**src/rtl/core/ple_pkg.sv**
```systemverilog
`default_nettype none
// ----------------------------------------------------------------------------
// ple_pkg: shared types for the positional list engine
// Request codes, result status codes and the command and status bundles
// that pass between the controller and the datapath.
// ----------------------------------------------------------------------------
package ple_pkg;

	// Request codes as they arrive on the func field.
	typedef enum logic [2:0] {
		FUNC_GET      = 3'd0,
		FUNC_INS_HEAD = 3'd1,
		FUNC_APPEND   = 3'd2,
		FUNC_INS_POS  = 3'd3,
		FUNC_DELETE   = 3'd4
	} ple_func_e_t;

	// Result status codes.
	typedef enum logic [1:0] {
		ST_DONE   = 2'd0,
		ST_ABSENT = 2'd1,
		ST_FULL   = 2'd2
	} ple_status_e_t;

	// Read address source for the entry store.
	typedef enum logic [1:0] {
		RD_POS,
		RD_BELOW,
		RD_ABOVE
	} ple_rd_sel_t;

	// Update of the walking index.
	typedef enum logic [2:0] {
		IDX_HOLD,
		IDX_DEC,
		IDX_INC,
		IDX_COUNT,
		IDX_POS
	} ple_idx_op_t;

	// Write requested by the controller (shift write-backs are implicit).
	typedef enum logic [1:0] {
		WR_NONE,
		WR_VAL_POS,
		WR_VAL_COUNT,
		WR_PAD_COUNT
	} ple_wr_sel_t;

	// Source of the read_value field of a result.
	typedef enum logic [1:0] {
		RES_ZERO,
		RES_ONES,
		RES_MEM
	} ple_res_sel_t;

	typedef struct packed {
		logic          load;
		logic          rd_en;
		ple_rd_sel_t   rd_sel;
		ple_idx_op_t   idx_op;
		ple_wr_sel_t   wr_sel;
		logic          cnt_inc;
		logic          cnt_dec;
		logic          res_load;
		ple_status_e_t res_status;
		ple_res_sel_t  res_sel;
	} ple_cmd_t;

	typedef struct packed {
		ple_func_e_t func;
		logic        in_range;
		logic        full;
		logic        pad_ok;
		logic        up_more;
		logic        dn_more;
		logic        pad_more;
		logic        pend;
	} ple_sts_t;

endpackage : ple_pkg
`default_nettype wire

```
**src/rtl/core/ple_dpath.sv**
```systemverilog
`default_nettype none
// ----------------------------------------------------------------------------
// ple_dpath: datapath of the positional list engine
// Holds the entry store, the entry count, the request registers, the walking
// index and the result registers, and reports compare flags to the controller.
// ----------------------------------------------------------------------------
module ple_dpath #(
	parameter int CAPACITY = 64
) (
	input  wire logic               clk,
	input  wire logic               arst_n,
	input  wire ple_pkg::ple_cmd_t  cmd,
	output ple_pkg::ple_sts_t       sts,
	input  wire logic [2:0]         func,
	input  wire logic [7:0]         position,
	input  wire logic signed [31:0] item_value,
	output logic signed [31:0]      read_value,
	output logic [1:0]              status,
	output logic [6:0]              count_after
);
	import ple_pkg::*;

	localparam int CW = $clog2(CAPACITY + 1);
	localparam int AW = $clog2(CAPACITY);
	localparam int XW = ((CW > 8) ? CW : 8) + 1;

	logic [31:0]   mem [CAPACITY];
	ple_func_e_t   func_q;
	logic [7:0]    pos_q;
	logic [31:0]   val_q;
	logic [CW-1:0] count_q;
	logic [CW-1:0] idx_q;
	logic [31:0]   rdata_q;
	logic          pend_s1;
	logic [CW-1:0] pend_addr_s1;

	logic [XW-1:0] pos_x, count_x, idx_x;
	logic [AW-1:0] rd_addr, wr_addr;
	logic [31:0]   wr_data;
	logic          wr_en;

	assign pos_x   = XW'(pos_q);
	assign count_x = XW'(count_q);
	assign idx_x   = XW'(idx_q);

	always_comb begin
		sts.func     = func_q;
		sts.in_range = pos_x < count_x;
		sts.full     = count_x == XW'(CAPACITY);
		sts.pad_ok   = pos_x < XW'(CAPACITY);
		sts.up_more  = idx_x > pos_x;
		sts.dn_more  = (idx_x + XW'(1)) < count_x;
		sts.pad_more = count_x < pos_x;
		sts.pend     = pend_s1;
	end

	always_comb begin
		case (cmd.rd_sel)
			RD_BELOW: rd_addr = AW'(idx_x - XW'(1));
			RD_ABOVE: rd_addr = AW'(idx_x + XW'(1));
			default:  rd_addr = AW'(pos_x);
		endcase
	end

	// A pending shift write-back takes the port; the controller never asks
	// for a write of its own in that cycle.
	always_comb begin
		wr_en   = 1'b1;
		wr_addr = AW'(count_x);
		wr_data = val_q;
		if (pend_s1) begin
			wr_addr = AW'(pend_addr_s1);
			wr_data = rdata_q;
		end else begin
			case (cmd.wr_sel)
				WR_VAL_POS:   wr_addr = AW'(pos_x);
				WR_VAL_COUNT: wr_addr = AW'(count_x);
				WR_PAD_COUNT: wr_data = '1;
				default:      wr_en = 1'b0;
			endcase
		end
	end

	always_ff @(posedge clk) begin
		if (wr_en) begin
			mem[wr_addr] <= wr_data;
		end
	end

	always_ff @(posedge clk) begin
		if (cmd.rd_en) begin
			rdata_q <= mem[rd_addr];
		end
	end

	always_ff @(posedge clk or negedge arst_n) begin
		if (!arst_n) begin
			count_q      <= '0;
			pend_s1      <= 1'b0;
			pend_addr_s1 <= '0;
			idx_q        <= '0;
		end else begin
			pend_s1      <= cmd.rd_en && (cmd.rd_sel != RD_POS);
			pend_addr_s1 <= idx_q;
			if (cmd.cnt_inc) begin
				count_q <= count_q + CW'(1);
			end else if (cmd.cnt_dec) begin
				count_q <= count_q - CW'(1);
			end
			case (cmd.idx_op)
				IDX_DEC:   idx_q <= idx_q - CW'(1);
				IDX_INC:   idx_q <= idx_q + CW'(1);
				IDX_COUNT: idx_q <= count_q;
				IDX_POS:   idx_q <= CW'(pos_x);
				default:   idx_q <= idx_q;
			endcase
		end
	end

	// Request and result payload registers.
	always_ff @(posedge clk) begin
		if (cmd.load) begin
			func_q <= ple_func_e_t'(func);
			pos_q  <= (func == FUNC_INS_HEAD) ? 8'd0 : position;
			val_q  <= item_value;
		end
		if (cmd.res_load) begin
			case (cmd.res_sel)
				RES_ONES: read_value <= '1;
				RES_MEM:  read_value <= rdata_q;
				default:  read_value <= '0;
			endcase
			status      <= cmd.res_status;
			count_after <= 7'(count_q);
		end
	end

`ifndef SYNTHESIS
	a_count_bound: assert property (@(posedge clk) disable iff (!arst_n)
		count_q <= CW'(CAPACITY))
		else $error("entry count beyond capacity");

	a_no_wr_clash: assert property (@(posedge clk) disable iff (!arst_n)
		pend_s1 |-> (cmd.wr_sel == WR_NONE))
		else $error("write request while a shift write-back is pending");

	a_res_drained: assert property (@(posedge clk) disable iff (!arst_n)
		cmd.res_load |-> !pend_s1)
		else $error("result loaded before the shift drained");
`endif
endmodule : ple_dpath
`default_nettype wire

```
**src/rtl/core/ple_ctrl.sv**
```systemverilog
`default_nettype none
// ----------------------------------------------------------------------------
// ple_ctrl: controller of the positional list engine
// Sequences each request through the datapath and owns both handshakes.
// ----------------------------------------------------------------------------
module ple_ctrl (
	input  wire logic              clk,
	input  wire logic              arst_n,
	input  wire logic              in_valid,
	output logic                   in_ready,
	output logic                   out_valid,
	input  wire logic              out_ready,
	input  wire ple_pkg::ple_sts_t sts,
	output ple_pkg::ple_cmd_t      cmd
);
	import ple_pkg::*;

	typedef enum logic [2:0] {
		S_IDLE,
		S_EXEC,
		S_SHIFT_UP,
		S_SHIFT_DN,
		S_PAD,
		S_FINISH
	} state_t;

	state_t        state_q, state_d;
	ple_status_e_t st_q, st_d;
	ple_res_sel_t  rs_q, rs_d;
	logic          out_valid_q, ov_d;

	assign in_ready  = (state_q == S_IDLE);
	assign out_valid = out_valid_q;

	always_comb begin
		cmd     = '0;
		state_d = state_q;
		st_d    = st_q;
		rs_d    = rs_q;
		ov_d    = out_valid_q && !out_ready;
		cmd.res_status = st_q;
		cmd.res_sel    = rs_q;
		unique case (state_q)
			S_IDLE: begin
				if (in_valid) begin
					cmd.load = 1'b1;
					state_d  = S_EXEC;
				end
			end
			S_EXEC: begin
				st_d    = ST_DONE;
				rs_d    = RES_ZERO;
				state_d = S_FINISH;
				unique case (sts.func) inside
					FUNC_GET: begin
						if (sts.in_range) begin
							cmd.rd_en  = 1'b1;
							cmd.rd_sel = RD_POS;
							rs_d       = RES_MEM;
						end else begin
							rs_d = RES_ONES;
							st_d = ST_ABSENT;
						end
					end
					FUNC_APPEND: begin
						if (sts.full) begin
							st_d = ST_FULL;
						end else begin
							cmd.wr_sel  = WR_VAL_COUNT;
							cmd.cnt_inc = 1'b1;
						end
					end
					FUNC_INS_HEAD, FUNC_INS_POS: begin
						if (sts.in_range) begin
							if (sts.full) begin
								st_d = ST_FULL;
							end else begin
								cmd.idx_op = IDX_COUNT;
								state_d    = S_SHIFT_UP;
							end
						end else if (!sts.pad_ok) begin
							st_d = ST_FULL;
						end else begin
							state_d = S_PAD;
						end
					end
					FUNC_DELETE: begin
						if (sts.in_range) begin
							cmd.idx_op = IDX_POS;
							state_d    = S_SHIFT_DN;
						end else begin
							st_d = ST_ABSENT;
						end
					end
					default: begin
						state_d = S_FINISH;
					end
				endcase
			end
			S_SHIFT_UP: begin
				if (sts.up_more) begin
					cmd.rd_en  = 1'b1;
					cmd.rd_sel = RD_BELOW;
					cmd.idx_op = IDX_DEC;
				end else if (!sts.pend) begin
					cmd.wr_sel  = WR_VAL_POS;
					cmd.cnt_inc = 1'b1;
					state_d     = S_FINISH;
				end
			end
			S_SHIFT_DN: begin
				if (sts.dn_more) begin
					cmd.rd_en  = 1'b1;
					cmd.rd_sel = RD_ABOVE;
					cmd.idx_op = IDX_INC;
				end else if (!sts.pend) begin
					cmd.cnt_dec = 1'b1;
					state_d     = S_FINISH;
				end
			end
			S_PAD: begin
				cmd.cnt_inc = 1'b1;
				if (sts.pad_more) begin
					cmd.wr_sel = WR_PAD_COUNT;
				end else begin
					cmd.wr_sel = WR_VAL_COUNT;
					state_d    = S_FINISH;
				end
			end
			S_FINISH: begin
				if (!out_valid_q || out_ready) begin
					cmd.res_load = 1'b1;
					ov_d         = 1'b1;
					state_d      = S_IDLE;
				end
			end
			default: begin
				state_d = S_IDLE;
			end
		endcase
	end

	always_ff @(posedge clk or negedge arst_n) begin
		if (!arst_n) begin
			state_q     <= S_IDLE;
			st_q        <= ST_DONE;
			rs_q        <= RES_ZERO;
			out_valid_q <= 1'b0;
		end else begin
			state_q     <= state_d;
			st_q        <= st_d;
			rs_q        <= rs_d;
			out_valid_q <= ov_d;
		end
	end

`ifndef SYNTHESIS
	a_accept_exec: assert property (@(posedge clk) disable iff (!arst_n)
		(in_valid && in_ready) |=> (state_q == S_EXEC))
		else $error("accepted item did not start execution");

	a_load_when_free: assert property (@(posedge clk) disable iff (!arst_n)
		cmd.res_load |-> (!out_valid_q || out_ready))
		else $error("result register overwritten while still held");

	a_one_count_step: assert property (@(posedge clk) disable iff (!arst_n)
		!(cmd.cnt_inc && cmd.cnt_dec))
		else $error("count incremented and decremented together");
`endif
endmodule : ple_ctrl
`default_nettype wire

```
**src/rtl/core/positional_list_engine.sv**
```systemverilog
`default_nettype none
// ----------------------------------------------------------------------------
// positional_list_engine: ordered list of signed 32-bit values
// Get, insert at head, append, insert at position and delete at position
// on a list of up to CAPACITY entries held in a single-port-write memory.
// ----------------------------------------------------------------------------
// The engine works on one request at a time. A request is taken when in_valid
// and in_ready are both high; in_ready is high only while the engine is idle.
// Each request yields exactly one result item on the out channel, held in an
// output register, so the engine can finish its next request while a result
// waits, but delivers it only once the previous one has been taken. The entry
// store has one write and one registered read port. An insert inside the list
// shifts each entry at or above the position up by one place, a delete shifts
// each entry above the position down by one, and an insert past the end pads
// with -1 values up to the position. Inserts that do not fit are dropped
// whole and report full; gets and deletes of absent positions report not
// present. The store needs no clearing after reset, since only positions
// below the entry count are ever read.
// ----------------------------------------------------------------------------
module positional_list_engine #(
	parameter int CAPACITY = 64
) (
	input  wire logic               clk,
	input  wire logic               arst_n,
	input  wire logic               in_valid,
	output logic                    in_ready,
	input  wire logic [2:0]         func,
	input  wire logic [7:0]         position,
	input  wire logic signed [31:0] item_value,
	output logic                    out_valid,
	input  wire logic               out_ready,
	output logic signed [31:0]      read_value,
	output logic [1:0]              status,
	output logic [6:0]              count_after
);
	import ple_pkg::*;

	// Commands flow from the controller to the datapath; compare flags
	// and the latched request code flow back.
	ple_cmd_t cmd;
	ple_sts_t sts;

	ple_ctrl u_ctrl (
		.clk       (clk),
		.arst_n    (arst_n),
		.in_valid  (in_valid),
		.in_ready  (in_ready),
		.out_valid (out_valid),
		.out_ready (out_ready),
		.sts       (sts),
		.cmd       (cmd)
	);

	ple_dpath #(
		.CAPACITY (CAPACITY)
	) u_dpath (
		.clk         (clk),
		.arst_n      (arst_n),
		.cmd         (cmd),
		.sts         (sts),
		.func        (func),
		.position    (position),
		.item_value  (item_value),
		.read_value  (read_value),
		.status      (status),
		.count_after (count_after)
	);

endmodule : positional_list_engine
`default_nettype wire

```
**config.mk**
```make
export PLATFORM = sky130hd
export DESIGN_NAME = positional_list_engine
export DESIGN_NICKNAME = d
export VERILOG_FILES = /design/src/rtl/core/ple_pkg.sv /design/src/rtl/core/ple_dpath.sv /design/src/rtl/core/ple_ctrl.sv /design/src/rtl/core/positional_list_engine.sv
export SDC_FILE = /design/constraint.sdc
export NUM_CORES = 2
export LEC_CHECK = 0
export CAP_MARGIN = 40
export CORE_AREA = 2 2 467 469
export CTS_CLUSTER_DIAMETER = 60
export CTS_CLUSTER_SIZE = 20
export DETAILED_ROUTE_END_ITERATION = 12
export DIE_AREA = 0 0 469 471
export DONT_BUFFER_PORTS = 1
export SYNTH_ARGS = -nofsm -noshare
export SYNTH_HDL_FRONTEND = slang
export SYNTH_HIERARCHICAL = 1
export SYNTH_SLANG_ARGS = --single-unit
```
**constraint.sdc**
```tcl
create_clock -name clk -period 9.2 [get_ports clk]
set_clock_uncertainty 0.05 [all_clocks]
set_input_delay 0.92 -clock clk [delete_from_list [all_inputs] [get_ports clk]]
set_output_delay 0.92 -clock clk [all_outputs]
set_load 0.02 [all_outputs]
```
After elaboration in Yosys (flattened, before gate mapping)
Memory sizes are Yosys's and may differ from the RTL's. A register that Yosys moved wholly into a read port is not among the register bits. Index checks and enable logic that the tools add are counted. Widths: inputs -> output; s select.

Register bits: 113. Memory bits (writable): 2048. Input port bits: 47. Output and inout port bits: 43. Word-level logic and storage cells: 122. Memories: 1.

Add/sub/neg operators: 6. $lt $le $gt $ge: 5. Equality and inequality tests: 27. Multiplexer cells: 55. Reduce and logical (&&, ||, !) cells: 14.

Memories: u_dpath.mem (depth 64, width 32, read ports 1, clocked after memory_dff 1, wr ports 1, line ple_dpath.sv:27) `logic [31:0] mem [CAPACITY];`.

Operators with widths (number): $mux 32 (2); $pmux 32 s2 (1); $mux 3 (15); $pmux 7 s4 (1); $mux 6 (4); $eq 3x2->1 const B (6); $pmux 3 s6 (1); $pmux 6 s3 (1); $mux 1 (16); $add 7x1->7 const B (2); $mux 2 (7); $mux 7 (2); $sub 7x1->7 const B (2); $eq 3x1->1 const B (4); $eq 3x3->1 const B (4); $pmux 3 s2 (2); $pmux 6 s2 (1); $lt 9x7->1 (1); $pmux 3 s3 (1); $add 7x1->8 const B (1); $eq 2x2->1 const B (4); $gt 7x8->1 (1); $lt 7x8->1 (1); $lt 8x7->1 (1); 16 further kinds (26).

Longest topological paths before layout
Depth in word-level cells: 10. Mapped depth: 26. Depth with buffers taken out: 23.

Modules after synthesis
The synthesis kept the hierarchy.

Modules (own cells, without submodules): ple_dpath (instances 1, cells each 3982, area each 85155.4 sq um, seq. area each 65507.8 sq um); ple_ctrl (instances 1, cells each 82, area each 628.1 sq um, seq. area each 200.2 sq um).

Worst setup path before layout
OpenSTA, ideal clock, no wires.

Path kind: register to register. Start: register u_dpath.idx_q[0]. End: register u_dpath.rdata_q[19] (read register of u_dpath.mem), data pin. Library setup time: 0.284 ns. Data arrival time: 4.864 ns. Data required time: 8.866 ns. Setup slack: 4.002 ns. Cell stages (with the launch flop): 23. Buffers on the path: 5. Clock period less this slack: 5.198 ns. Path through: dfrtp_1 > buf_4 > inv_1 > ha_1 > ha_1 > a21boi_0 > o21a_1 > o21a_1 > o21a_1 > o21ai_0 > nand2b_1 > a211oi_1 > and3_1 > inv_1 > ha_1 > buf_2 > a21oi_2 > buf_2 > buf_4 > clkbuf_1 > mux4_2 > a221oi_1 > a221oi_2.

RTL lines: start: declaration (line ple_dpath.sv:32) `logic [CW-1:0] idx_q;`; start signal: assignment (line ple_dpath.sv:111) `IDX_DEC: idx_q <= idx_q - CW'(1);`; start signal: assignment (line ple_dpath.sv:112) `IDX_INC: idx_q <= idx_q + CW'(1);`; start signal: assignment (line ple_dpath.sv:113) `IDX_COUNT: idx_q <= count_q;`; end: declaration (line ple_dpath.sv:33) `logic [31:0] rdata_q;`.

==> impl_metrics.py <==
metrics = {
    "yosys": {
        "synth-edff-count": 2164,
        "syn_area_mm2": 0.08578,
        "yosysSeqAreaShare": 0.7660,
        "ys_warn_count": 6,
        "ys.flop_type": "edfxtp_1",
        "syn_nets": 4151,
        "synth_area_per_cell_um2": 21.11,
        "async_flop_share": 0.01322,
        "synth-seq-cells": 2193,
        "synth.distinct_cells": 77,
        "synth_cells": 4064,
    },
    "timing": {
        "tightestPinTransition_ps": 1066,
        "slew_violations": 0,
        "period_needed_ps": 7583,
        "setup_violations": 0,
        "relSlewSlack": 0.2896,
        "fin_ws_ps": 1617,
        "fmax_ghz": 0.1319,
        "tns_ps": 0,
        "hold_viol_final": 0,
        "period_share": 0.8242,
        "rsz0062_at_grt": "false",
    },
    "critical_path": {
        "cp_data_arrival_time_ps": 8050,
        "required_ps": 9670,
        "crit_fanout": 61,
        "end_kind": "flip-flop",
        "crit_type": "flip-flop to flip-flop",
        "critPathLaunchType": "flip-flop",
        "startpoint": "u_dpath/idx_q[0]$_DFFE_PN0P_",
        "regToRegStartpoint": "u_dpath/idx_q[0]$_DFFE_PN0P_",
    },
    "detailed_routing": {
        "routed_wl_um": 235800,
        "dr.pass1.iters": 5,
        "via_count": 43160,
        "vias_per_cell": 6.026,
        "ant_nets": 0,
        "first_iter_violations": 6362,
        "avgRoutedWirePerCell_um": 32.93,
        "drcViolationCount": 0,
    },
    "die": {
        "row_count": 171,
        "die_h_um": 471,
        "die_w_um": 469,
        "pin_count": 90,
        "core_area_mm2": 0.2161,
        "fp.dieArea_mm2": 0.2209,
        "start_util": 0.3970,
    },
    "placed_design": {
        "hpwl_um": 132800,
        "pre_cts_ws_ps": 1629,
        "port_buffers": 0,
        "gp_congestion": 0.8307,
    },
    "clocking": {
        "numCtsBuffers": 149,
        "cts_root_buf": "clkbuf_16",
        "insertion_delay_ps": 810,
        "tritoncts": "done",
        "cts.htree.levels": 4,
        "post_cts_resized": 0,
        "clock_sinks": 2193,
        "path_clk_slew_ps": 80,
        "clockBufferDepth": 3,
    },
    "cells_and_area": {
        "multi_input_area_mm2": 0.01965,
        "seqCellArea_mm2": 0.06571,
        "nFillCells": 18110,
        "area.growth.synth_to_final_pct": 11.86,
        "drive_gt1_frac": 0.2552,
        "nets": 4291,
    },
    "power_and_ir_drop": {
        "total_power_mw": 24.73,
        "p_leak_nw": 29.68,
        "ir_worst_vdd_mv": 0.2207,
        "power.density_mw_per_mm2": 257.7,
    },
    "outcome": {
        "outcome": "complete, no violations",
    },
    "global_routing": {
        "grt_pass1_wl_um": 329000,
        "grt.total_usage": 0.2114,
        "grt_pass1_vias": 42160,
        "antenna_found_initial": 10,
        "grt-ovfl-total": 0,
        "grt_max_degree": 69,
    },
    "hold_path": {
        "hp-start": "item_value[7]",
        "hold_path_class": "input pin to flip-flop",
    },
    "run": {
        "maxCapViolations": 0,
    },
}
## sequential cells by signal, indices dropped and copies added, names as in the netlist, 3 cells and up
name	flops
u_dpath/val_q	32
u_dpath/func_q	3
u_dpath/rdata_q	32
u_ctrl/state_q	3
u_dpath/pos_q	8
u_dpath/mem	2048
u_dpath/pend_addr_s1	6
u_dpath/count_after	7
u_dpath/count_q	7
u_dpath/idx_q	7
u_dpath/read_value	32
## cells by family after synthesis
| kind of cell | Yosys count | share of synthesized area |
|---|---|---|
| AO/OA/AOI/OAI | 390 | 0.03557 |
| XOR/XNOR | 18 | 0.001838 |
| adder cells (fa/ha/maj) | 40 | 0.006009 |
| buffers and inverters | 286 | 0.01655 |
| flip-flops | 2193 | 0.7660 |
| multiplexers | 614 | 0.1463 |
| AND/OR/NAND/NOR | 523 | 0.02779 |
## report_power, final
part	switching [mW]	internal (mW)	leakage, nW	total (mW)
sequential	0.345	12.1	19.8	12.4
combinational	3.63	1.78	7.55	5.41
clock	3.49	3.39	2.32	6.88
## path summary, 6_finish.rpt
| kind | endpoint | slack, ps | cells after the start |
|---|---|---|---|
| min in group asynchronous | u_ctrl/st_q[0]$_DFFE_PN0P_ | 520 | 2 |
| setup / recovery | u_dpath/rdata_q[10]$_DFFE_PP_ | 1620 | 23 |
| setup reg to reg | u_dpath/rdata_q[10]$_DFFE_PP_ | 1620 | 23 |
| hold reg to reg | u_dpath/status[0]$_DFFE_PP_ | 430 | 0 |
| hold / removal | u_dpath/val_q[7]$_DFFE_PP_ | 150 | 0 |
| max in group asynchronous | u_dpath/idx_q[6]$_DFFE_PN0P_ | 8370 | 2 |
## cells in the mapped netlist (28+ instances only)
library cell / instances / share of area
edfxtp_1: 2164 / 0.76
mux4_2: 511 / 0.13
nand2_1: 188 / 0.0082
nor2_1: 171 / 0.0075
a21oi_1: 101 / 0.0059
mux2i_1: 99 / 0.012
clkbuf_1: 82 / 0.0036
inv_1: 68 / 0.0030
buf_2: 64 / 0.0037
a22o_1: 58 / 0.0059
nand4_1: 57 / 0.0042
a221oi_1: 54 / 0.0055
ha_1: 38 / 0.0055
dfrtp_1: 29 / 0.0085
o211ai_1: 28 / 0.0025
## worst max-delay path, stage by stage (launching register included)
cell	delay, ps
dfrtp_1	650
inv_1	200
ha_1	370
ha_1	270
a21boi_0	130
o21a_1	200
o21a_1	160
o21a_1	160
o21ai_0	160
nand2b_1	80
a211oi_1	340
and3_1	260
inv_1	80
ha_1	750
nand2b_1	190
o31a_2	440
buf_12	490
buf_12	390
mux4_2	560
nand2_1	90
nand4_1	390
o211ai_1	480
buf_6	220
a221oi_2	50
## routing by layer
layer	part of all wire	vias up	track usage
met5	0.000047	-	0
met2	0.47	2165	0.3284
li1	-	17190	-
met4	0.031	2	0.06138
met3	0.090	306	0.03679
met1	0.41	23500	0.3068
## metrics by stage
step,instance area [µm²],hold slack [ps],util,instances
after floorplan,85780,359.4,-,4064
after global placement,90780,417.7,0.4201,6879
after detailed placement,91080,421.6,0.4215,6902
after CTS,95920,91.46,0.4439,7153
after global routing,95940,108.8,0.4440,7158
final,95960,149.3,0.4441,7163
## cells in the final DEF (no fill, tap or decap), types with 34 or more instances in the layout
cell type  count
nor2_4        64
edfxtp_1    2164
nand4_1       57
ha_1          38
a221oi_1      46
mux4_2       511
a221oi_2      34
a22o_1        58
a21oi_1       68
inv_1         68
buf_4        163
clkbuf_16    152
nand2_1      188
mux2i_1       98
a21oi_4       35
nor2_1       107
## layout make-up
class                           instances  share of cell area
Clock buffer                          167             0.04023
Antenna cell                            7           0.0001825
Timing Repair Buffer                  205             0.02025
Multi-Input combinational cell       1585              0.2047
Inverter                               70            0.002738
Sequential cell                      2193              0.6848
Tap cell                             2854             0.03721
Clock inverter                         82            0.009858
## what timing repair did
| item | CTS | global route |
|---|---|---|
| hold buffers | 2 | 0 |
| endpoints found under the hold margin | 29 | 0 |
| buffers inserted | 0 | 0 |
No activity file was read; power rests on OpenSTA's default activity.
